==> config.mk <==
export PLATFORM = sky130hd
export DESIGN_NAME = preemptive_priority_resource_lock_core
export DESIGN_NICKNAME = d
export VERILOG_FILES = /design/src/hdl/pprl_pkg.sv /design/src/hdl/preemptive_priority_resource_lock_core.sv
export SDC_FILE = /design/constraint.sdc
export NUM_CORES = 1
export LEC_CHECK = 0
export BUFFER_PORTS_ARGS = -buffer_cell sky130_fd_sc_hd__buf_2
export CAP_MARGIN = 30
export CORE_ASPECT_RATIO = 0.9
export CORE_MARGIN = 4
export CORE_UTILIZATION = 25
export DETAILED_ROUTE_END_ITERATION = 8
export GPL_TIMING_DRIVEN = 0
export PLACE_DENSITY = 0.45
export SLEW_MARGIN = 25
export SYNTH_ARGS = -nofsm -noshare
export SYNTH_HDL_FRONTEND = slang
export SYNTH_SLANG_ARGS = --single-unit
export TNS_END_PERCENT = 20
==> constraint.sdc <==
create_clock -name clk -period 4.4 [get_ports clk]
set_input_delay 0.88 -clock clk [delete_from_list [all_inputs] [get_ports clk]]
set_output_delay 0.88 -clock clk [all_outputs]
set_load 0.1 [all_outputs]
==> src/hdl/pprl_pkg.sv <==
// Shared types, constants and helpers for the preemptive priority resource lock.
package pprl_pkg;

  localparam int PRIORITY_BITS = 8;
  localparam int PRIO_W        = PRIORITY_BITS + 1;
  localparam int CFG_IDX_W     = 3;
  localparam int CFG_DATA_W    = PRIORITY_BITS;
  localparam int MARK_W        = 3;

  typedef enum logic [1:0] {
    ACT_QUERY   = 2'd0,
    ACT_ACQUIRE = 2'd1,
    ACT_RELEASE = 2'd2
  } action_t;

  typedef enum logic [1:0] {
    SRC_NONE     = 2'd0,
    SRC_VECTOR   = 2'd1,
    SRC_WAYPOINT = 2'd2,
    SRC_SAFE     = 2'd3
  } src_t;

  typedef enum logic [CFG_IDX_W-1:0] {
    CFG_REMOTE_VECTOR   = 3'd0,
    CFG_REMOTE_WAYPOINT = 3'd1,
    CFG_LOCAL_VECTOR    = 3'd2,
    CFG_LOCAL_WAYPOINT  = 3'd3,
    CFG_SAFE            = 3'd4
  } cfg_idx_t;

  typedef logic [PRIORITY_BITS-1:0] prio_t;
  typedef logic signed [PRIO_W-1:0] hprio_t;
  typedef logic [MARK_W-1:0]        mark_t;

  // Revoked-mark bit that belongs to a source; the empty source owns none.
  function automatic mark_t mark_of(input src_t src);
    mark_t m;
    m = '0;
    case (src)
      SRC_VECTOR:   m = 3'b001;
      SRC_WAYPOINT: m = 3'b010;
      SRC_SAFE:     m = 3'b100;
      default:      m = '0;
    endcase
    return m;
  endfunction

endpackage

==> src/hdl/preemptive_priority_resource_lock_core.sv <==
// Preemptive priority lock for one shared resource with three requesters.
//
// Usage: a request (action, source, command class) enters on the in_ channel
// under valid/ready and is held in an input register. While it waits there the
// lock decision is made against the current holder, its priority and the
// revoked marks; the state is updated and the answer is loaded into the
// output register at the same edge. The out_ channel presents granted,
// preempted, the holder after the request, whether the requester owns the
// resource and the revoked marks.
// Each result passes through the input register and then the output register
// before out_valid rises. Throughput is one request per cycle while out_ready
// is high, set by the single decision stage; back-to-back requests see each
// other's state updates with no gap.
// Priorities are written through the cfg_ port at any idle time; writes to
// indexes above four are dropped. Reset clears all priorities, frees the
// resource and clears the revoked marks.
// When the receiver holds out_ready low the output register keeps its
// result, one more request may wait in the input register, and in_ready
// then drops until the output drains.
module preemptive_priority_resource_lock_core (
  input  logic                              clk,
  input  logic                              rst_n,
  input  logic                              in_valid,
  output logic                              in_ready,
  input  logic [1:0]                        in_action,
  input  logic [1:0]                        in_source,
  input  logic                              in_command_class,
  output logic                              out_valid,
  input  logic                              out_ready,
  output logic                              out_granted,
  output logic                              out_preempted,
  output logic [1:0]                        out_holder_now,
  output logic                              out_source_owns,
  output logic [2:0]                        out_revoked_mask,
  input  logic                              cfg_we,
  input  logic [pprl_pkg::CFG_IDX_W-1:0]    cfg_index,
  input  logic [pprl_pkg::CFG_DATA_W-1:0]   cfg_wdata
);
  import pprl_pkg::*;

  prio_t   rv_prio_r, rw_prio_r, lv_prio_r, lw_prio_r, safe_prio_r;

  logic    s1_valid_r;
  logic [1:0] s1_action_r;
  src_t    s1_src_r;
  logic    s1_cls_r;

  src_t    holder_r, holder_nxt;
  hprio_t  holder_prio_r, holder_prio_nxt;
  mark_t   revoked_r, revoked_nxt;
  hprio_t  req_prio;
  logic    would_grant;
  logic    granted, preempted;

  logic    out_valid_r;
  logic    out_granted_r, out_preempted_r, out_owns_r;
  src_t    out_holder_r;
  mark_t   out_revoked_r;
  logic    out_load;

  assign out_load = s1_valid_r && (!out_valid_r || out_ready);
  assign in_ready = !s1_valid_r || out_load;

  always_ff @(posedge clk) begin
    if (!rst_n) begin
      rv_prio_r   <= '0;
      rw_prio_r   <= '0;
      lv_prio_r   <= '0;
      lw_prio_r   <= '0;
      safe_prio_r <= '0;
    end else if (cfg_we) begin
      case (cfg_idx_t'(cfg_index))
        CFG_REMOTE_VECTOR:   rv_prio_r   <= cfg_wdata;
        CFG_REMOTE_WAYPOINT: rw_prio_r   <= cfg_wdata;
        CFG_LOCAL_VECTOR:    lv_prio_r   <= cfg_wdata;
        CFG_LOCAL_WAYPOINT:  lw_prio_r   <= cfg_wdata;
        CFG_SAFE:            safe_prio_r <= cfg_wdata;
        default: ;
      endcase
    end
  end

  always_ff @(posedge clk) begin
    if (!rst_n) begin
      s1_valid_r <= 1'b0;
    end else if (in_ready) begin
      s1_valid_r <= in_valid;
    end
  end

  always_ff @(posedge clk) begin
    if (in_valid && in_ready) begin
      s1_action_r <= in_action;
      s1_src_r    <= src_t'(in_source);
      s1_cls_r    <= in_command_class;
    end
  end

  always_comb begin
    case (s1_src_r)
      SRC_VECTOR:   req_prio = hprio_t'({1'b0, (s1_cls_r ? rv_prio_r : lv_prio_r)});
      SRC_WAYPOINT: req_prio = hprio_t'({1'b0, (s1_cls_r ? rw_prio_r : lw_prio_r)});
      SRC_SAFE:     req_prio = hprio_t'({1'b0, safe_prio_r});
      default:      req_prio = '1;
    endcase
  end

  always_comb begin
    holder_nxt      = holder_r;
    holder_prio_nxt = holder_prio_r;
    revoked_nxt     = revoked_r;
    granted         = 1'b0;
    preempted       = 1'b0;
    would_grant     = (holder_r == SRC_NONE) || (holder_r == s1_src_r) ||
                      (req_prio > holder_prio_r);
    case (s1_action_r)
      ACT_QUERY: begin
        granted = would_grant;
      end
      ACT_ACQUIRE: begin
        if ((holder_r == s1_src_r) || (holder_r == SRC_NONE)) begin
          holder_nxt      = s1_src_r;
          holder_prio_nxt = req_prio;
          revoked_nxt     = revoked_r & ~mark_of(s1_src_r);
          granted         = 1'b1;
        end else if (req_prio > holder_prio_r) begin
          holder_nxt      = s1_src_r;
          holder_prio_nxt = req_prio;
          revoked_nxt     = (revoked_r | mark_of(holder_r)) & ~mark_of(s1_src_r);
          granted         = 1'b1;
          preempted       = 1'b1;
        end
      end
      ACT_RELEASE: begin
        if (holder_r == s1_src_r) begin
          holder_nxt      = SRC_NONE;
          holder_prio_nxt = '1;
        end
        revoked_nxt = revoked_r & ~mark_of(s1_src_r);
      end
      default: ;
    endcase
  end

  always_ff @(posedge clk) begin
    if (!rst_n) begin
      holder_r      <= SRC_NONE;
      holder_prio_r <= '1;
      revoked_r     <= '0;
    end else if (out_load) begin
      holder_r      <= holder_nxt;
      holder_prio_r <= holder_prio_nxt;
      revoked_r     <= revoked_nxt;
    end
  end

  always_ff @(posedge clk) begin
    if (!rst_n) begin
      out_valid_r <= 1'b0;
    end else if (out_load) begin
      out_valid_r <= 1'b1;
    end else if (out_ready) begin
      out_valid_r <= 1'b0;
    end
  end

  always_ff @(posedge clk) begin
    if (out_load) begin
      out_granted_r   <= granted;
      out_preempted_r <= preempted;
      out_holder_r    <= holder_nxt;
      out_owns_r      <= (s1_src_r != SRC_NONE) && (holder_nxt == s1_src_r);
      out_revoked_r   <= revoked_nxt;
    end
  end

  assign out_valid        = out_valid_r;
  assign out_granted      = out_granted_r;
  assign out_preempted    = out_preempted_r;
  assign out_holder_now   = out_holder_r;
  assign out_source_owns  = out_owns_r;
  assign out_revoked_mask = out_revoked_r;

  // A free resource always carries the all-ones priority (-1), below any configured priority.
  a_free_prio: assert property (@(posedge clk) disable iff (!rst_n)
    (holder_r == SRC_NONE) |-> (holder_prio_r == '1))
    else $error("free resource with a nonempty priority");

  // The current holder never carries its own revoked mark.
  a_holder_not_revoked: assert property (@(posedge clk) disable iff (!rst_n)
    (revoked_r & mark_of(holder_r)) == '0)
    else $error("holder carries a revoked mark");

  // A preemption is always a grant and always changes the holder.
  a_preempt_grant: assert property (@(posedge clk) disable iff (!rst_n)
    (out_load && preempted) |-> (granted && (holder_nxt != holder_r)))
    else $error("preemption without grant or holder change");

  // State only changes when a request leaves the decision stage.
  a_state_hold: assert property (@(posedge clk) disable iff (!rst_n)
    !$past(out_load) |-> ($stable(holder_r) && $stable(revoked_r)))
    else $error("lock state changed without a request");

  // A stalled output with a waiting request blocks the input.
  a_backpressure: assert property (@(posedge clk) disable iff (!rst_n)
    (s1_valid_r && out_valid_r && !out_ready) |-> !in_ready)
    else $error("input accepted while both stages are full");

endmodule
==> reports/metrics.csv <==
stage;metric;value;unit
run_status;status;finished, final reports clean;
floorplan;Die Y;122.9;microns
timing;Worst slew margin;0.5950;
timing;final count of hold timing violations;0;
setup_path;crit-path cells;buf_2 -> buf_2 -> mux2i_1 -> nor2_1 -> a21oi_1 -> a22oi_1 -> ha_1 -> a21oi_1 -> o21ai_0 -> o221ai_2 -> and3_1 -> buf_6 -> buf_8 -> nand2_1 -> a32o_1;
placed_design;pre-CTS setup slack;0.8364;ns
power_and_ir_drop;Lkg Pwr;0.001674;uW
placed_design;port buffer count;29;
floorplan;Die W;135.7;microns
synthesis;synth top area cells;dfxtp_1, edfxtp_1, nand2_1, mux2i_1, a21boi_0;
clock_tree;Post-CTS Resized;0;
floorplan;I/O pins;31;
timing;Achievable Freq;282.3;MHz
clock_tree;clock latency on the worst-skew pair;0.34;ns
route;via count;3096;
cells_and_area;commonest non-fill, non-tap cell in the layout;nand2_1;
setup_path;Worst path max stage delay;0.36;ns
clock_tree;CTS tree;yes;
cells_and_area;nets;500;
cells_and_area;final core utilization;0.3042;
clock_tree;Post-CTS Hold Fix Bufs;0;
placed_design;Routability Congestion;0.8241;
synthesis;Syn Area/Cell;8.594;sq um
timing;fin. max-slew vios;0;
setup_path;Crit path required time;4.49;ns
synthesis;ys async rst share;0;
placed_design;Post-DP Area;0.004056;sq mm
setup_path;reg2reg path depth;15;
timing;Tmin final;3.542;ns
synthesis;number of synthesized register bits;69;
route;DRC;0;
cells_and_area;filler instances;1529;
timing;setup violators final;0;
clock_tree;Reg clk slew, reported paths;0.06;ns
power_and_ir_drop;total power;1525;uW
synthesis;leading area contributor after synthesis;dfxtp_1;
grt;pin count of the biggest net entering global routing;13;
synthesis;share of Yosys cell area claimed by the top area cell type;0.3055;
clock_tree;CTS Buf Count;9;
floorplan;Starting Density;0.2583;
timing;Clock Skews;0.005842;ns
timing;Final period util;0.8050;
floorplan;die area;0.01668;sq mm
setup_path;critical path class;flop to flop;
grt;initial antenna violation count;0;
cells_and_area;layout cells sized above 1;0.1504;
setup_path;CP Capture Type;flop;
timing;RSZ-0062 raised after global routing;no;
grt;total global routing overflow;0;
floorplan;Rows;41;
route;final antenna-violating net count;0;
setup_path;worst-path fanout max;10;
setup_path;type of origin of the critical path;flop;
setup_path;FF-to-FF Start;s1_cls_r$_DFFE_PP_;
setup_path;Critical Path End;out_source_owns$_DFFE_PP_;
clock_tree;post-CTS setup buffer count;0;
grt;vias in the first global route;3003;
power_and_ir_drop;Max VDD drop;262.6;uV
grt;first-pass GRT wire length;15970;microns
route;drt wl/cell;15.08;microns
timing;Fin Setup TNS;0;ns
route;drt initial violations;169;
clock_tree;H-tree level count;3;
synthesis;Net Count, Synth;460;
timing;worst setup margin;0.8578;ns
cells_and_area;Antenna Cells;0;
clock_tree;Clock Root Buffer;clkbuf_16;
placed_design;post-DP HPWL;7162;microns
synthesis;Cells after Synth;427;
synthesis;sequential share of the synthesized area;0.4119;
synthesis;Post-Syn Area;0.003670;sq mm
min_path;min-delay worst type;flop to flop;
setup_path;Arr. time, crit path;3.63;ns
synthesis;Yosys Warn Count;0;
route;drt pass-1 iters;4;
route;DRT Wirelength;10030;microns
clock_tree;clock sinks;69;
setup_path;CP max stage cell;buf_2;
floorplan;core area;0.01421;sq mm
setup_path;Critical path origin;s1_cls_r$_DFFE_PP_;
cells_and_area;most frequent cells in the layout;nand2_1, dfxtp_1, buf_2;
synthesis;Post-synth EDFFs;13;
power_and_ir_drop;PD cells;352.8;mW/mm^2
cells_and_area;Final Cell Area;0.004323;sq mm
synthesis;dominant synthesized flop cell;dfxtp_1;
grt;gr usage total;0.1256;
clock_tree;clk buf depth;2;
run;Max-Cap Viols;0;
setup_path;R2R Path End;out_source_owns$_DFFE_PP_;
route;vias per inst;4.656;
timing;worst slew pin tran;0.6053;ns
cells_and_area;area grow syn2layout;17.80;%
setup_path;FF-to-FF setup slack;0.86;ns
synthesis;Unique masters post-synth;52;
critical path: cells and delay by family, from the launching register on:
family | cells | cell delay, ns
compound gates | 6 | 1.17
mux | 1 | 0.24
fa+ha+maj | 1 | 0.36
simple gates | 3 | 0.35
flops | 1 | 0.31
buf+inv | 4 | 0.85
registers in the layout, indices dropped and copies added, names as in the netlist, 3 cells and up:
register and count:
holder_prio_r 9, lv_prio_r 8, lw_prio_r 8, rv_prio_r 8
rw_prio_r 8, safe_prio_r 8, out_revoked_mask 3, revoked_r 3
routing by layer:
| metal | global-route usage | wire length, microns |
|---|---|---|
| met1 | 0.1674 | 4943 |
| met2 | 0.1943 | 4546 |
| met3 | 0.03702 | 403 |
| met4 | 0.04471 | 131 |
| met5 | 0 | 0 |
synthesized netlist by cell type, drive strengths merged (2+ instances only):
cell type and count:
nand2 93, dfxtp 56, a21boi 31, a21oi 27, o21ai 26, mux2i 24, nor2 22, inv 17
clkbuf 16, edfxtp 13, ha 12, buf 11, nor2b 10, a22oi 9, nor4 8, and3 6
and2 4, nand3 4, o22ai 4, a31oi 3, or2 3, xor2 3, a32o 2, and4 2
nand4 2, nand4b 2, o311ai 2
metrics by stage:
| stage | std cells | hold WS (ns) |
|---|---|---|
| CTS | 665 | 0.4553 |
| global placement | 649 | 0.4479 |
| global route | 665 | 0.4822 |
| finish | 665 | 0.4542 |
| floorplan | 427 | 0.4357 |
| detailed placement | 649 | 0.4475 |
cells by family (layout without fill, tap and decap cells):
family / count (synthesis) / count (layout) / synth area share
and+or+nand+nor: 161 / 161 / 0.2052
AOI/OAI and AO/OA: 114 / 114 / 0.2076
DFF: 69 / 69 / 0.4119
buffers and inverters: 44 / 89 / 0.06171
muxes: 24 / 24 / 0.06546
adders and majority gates: 12 / 12 / 0.04091
xor gates and xnor gates: 3 / 3 / 0.007161
worst min-delay path by stage:
stage / to / slack, ns / startpoint / cells after the start
finish: lw_prio_r[7]$_SDFFE_PN0P_ / 0.45 / lw_prio_r[7]$_SDFFE_PN0P_ / 2
global route: rv_prio_r[5]$_SDFFE_PN0P_ / 0.48 / rv_prio_r[5]$_SDFFE_PN0P_ / 2
CTS: lw_prio_r[7]$_SDFFE_PN0P_ / 0.46 / lw_prio_r[7]$_SDFFE_PN0P_ / 2
detailed placement: lw_prio_r[7]$_SDFFE_PN0P_ / 0.45 / lw_prio_r[7]$_SDFFE_PN0P_ / 2
global placement: lw_prio_r[7]$_SDFFE_PN0P_ / 0.45 / lw_prio_r[7]$_SDFFE_PN0P_ / 2
floorplan: lw_prio_r[7]$_SDFFE_PN0P_ / 0.44 / lw_prio_r[7]$_SDFFE_PN0P_ / 2
cell type report:
class,count,area (sq um),area share
Buffer,27,162.7,0.03763
Sequential cell,69,1511,0.3496
Tap cell,193,241.5,0.05586
Inverter,17,63.81,0.01476
Clock inverter,6,37.54,0.008683
Timing Repair Buffer,29,145.1,0.03357
Clock buffer,10,229.0,0.05297
Multi-Input combinational cell,314,1932,0.4469
power breakdown:
group | switching [uW] | leakage (uW) | internal, uW | total, uW
logic | 132 | 0.000960 | 62.3 | 194
clock network | 280 | 0.000133 | 380 | 660
registers | 8.40 | 0.000580 | 662 | 671
total | 420 | 0.00167 | 1110 | 1530
No activity file was read; power rests on OpenSTA's default activity.
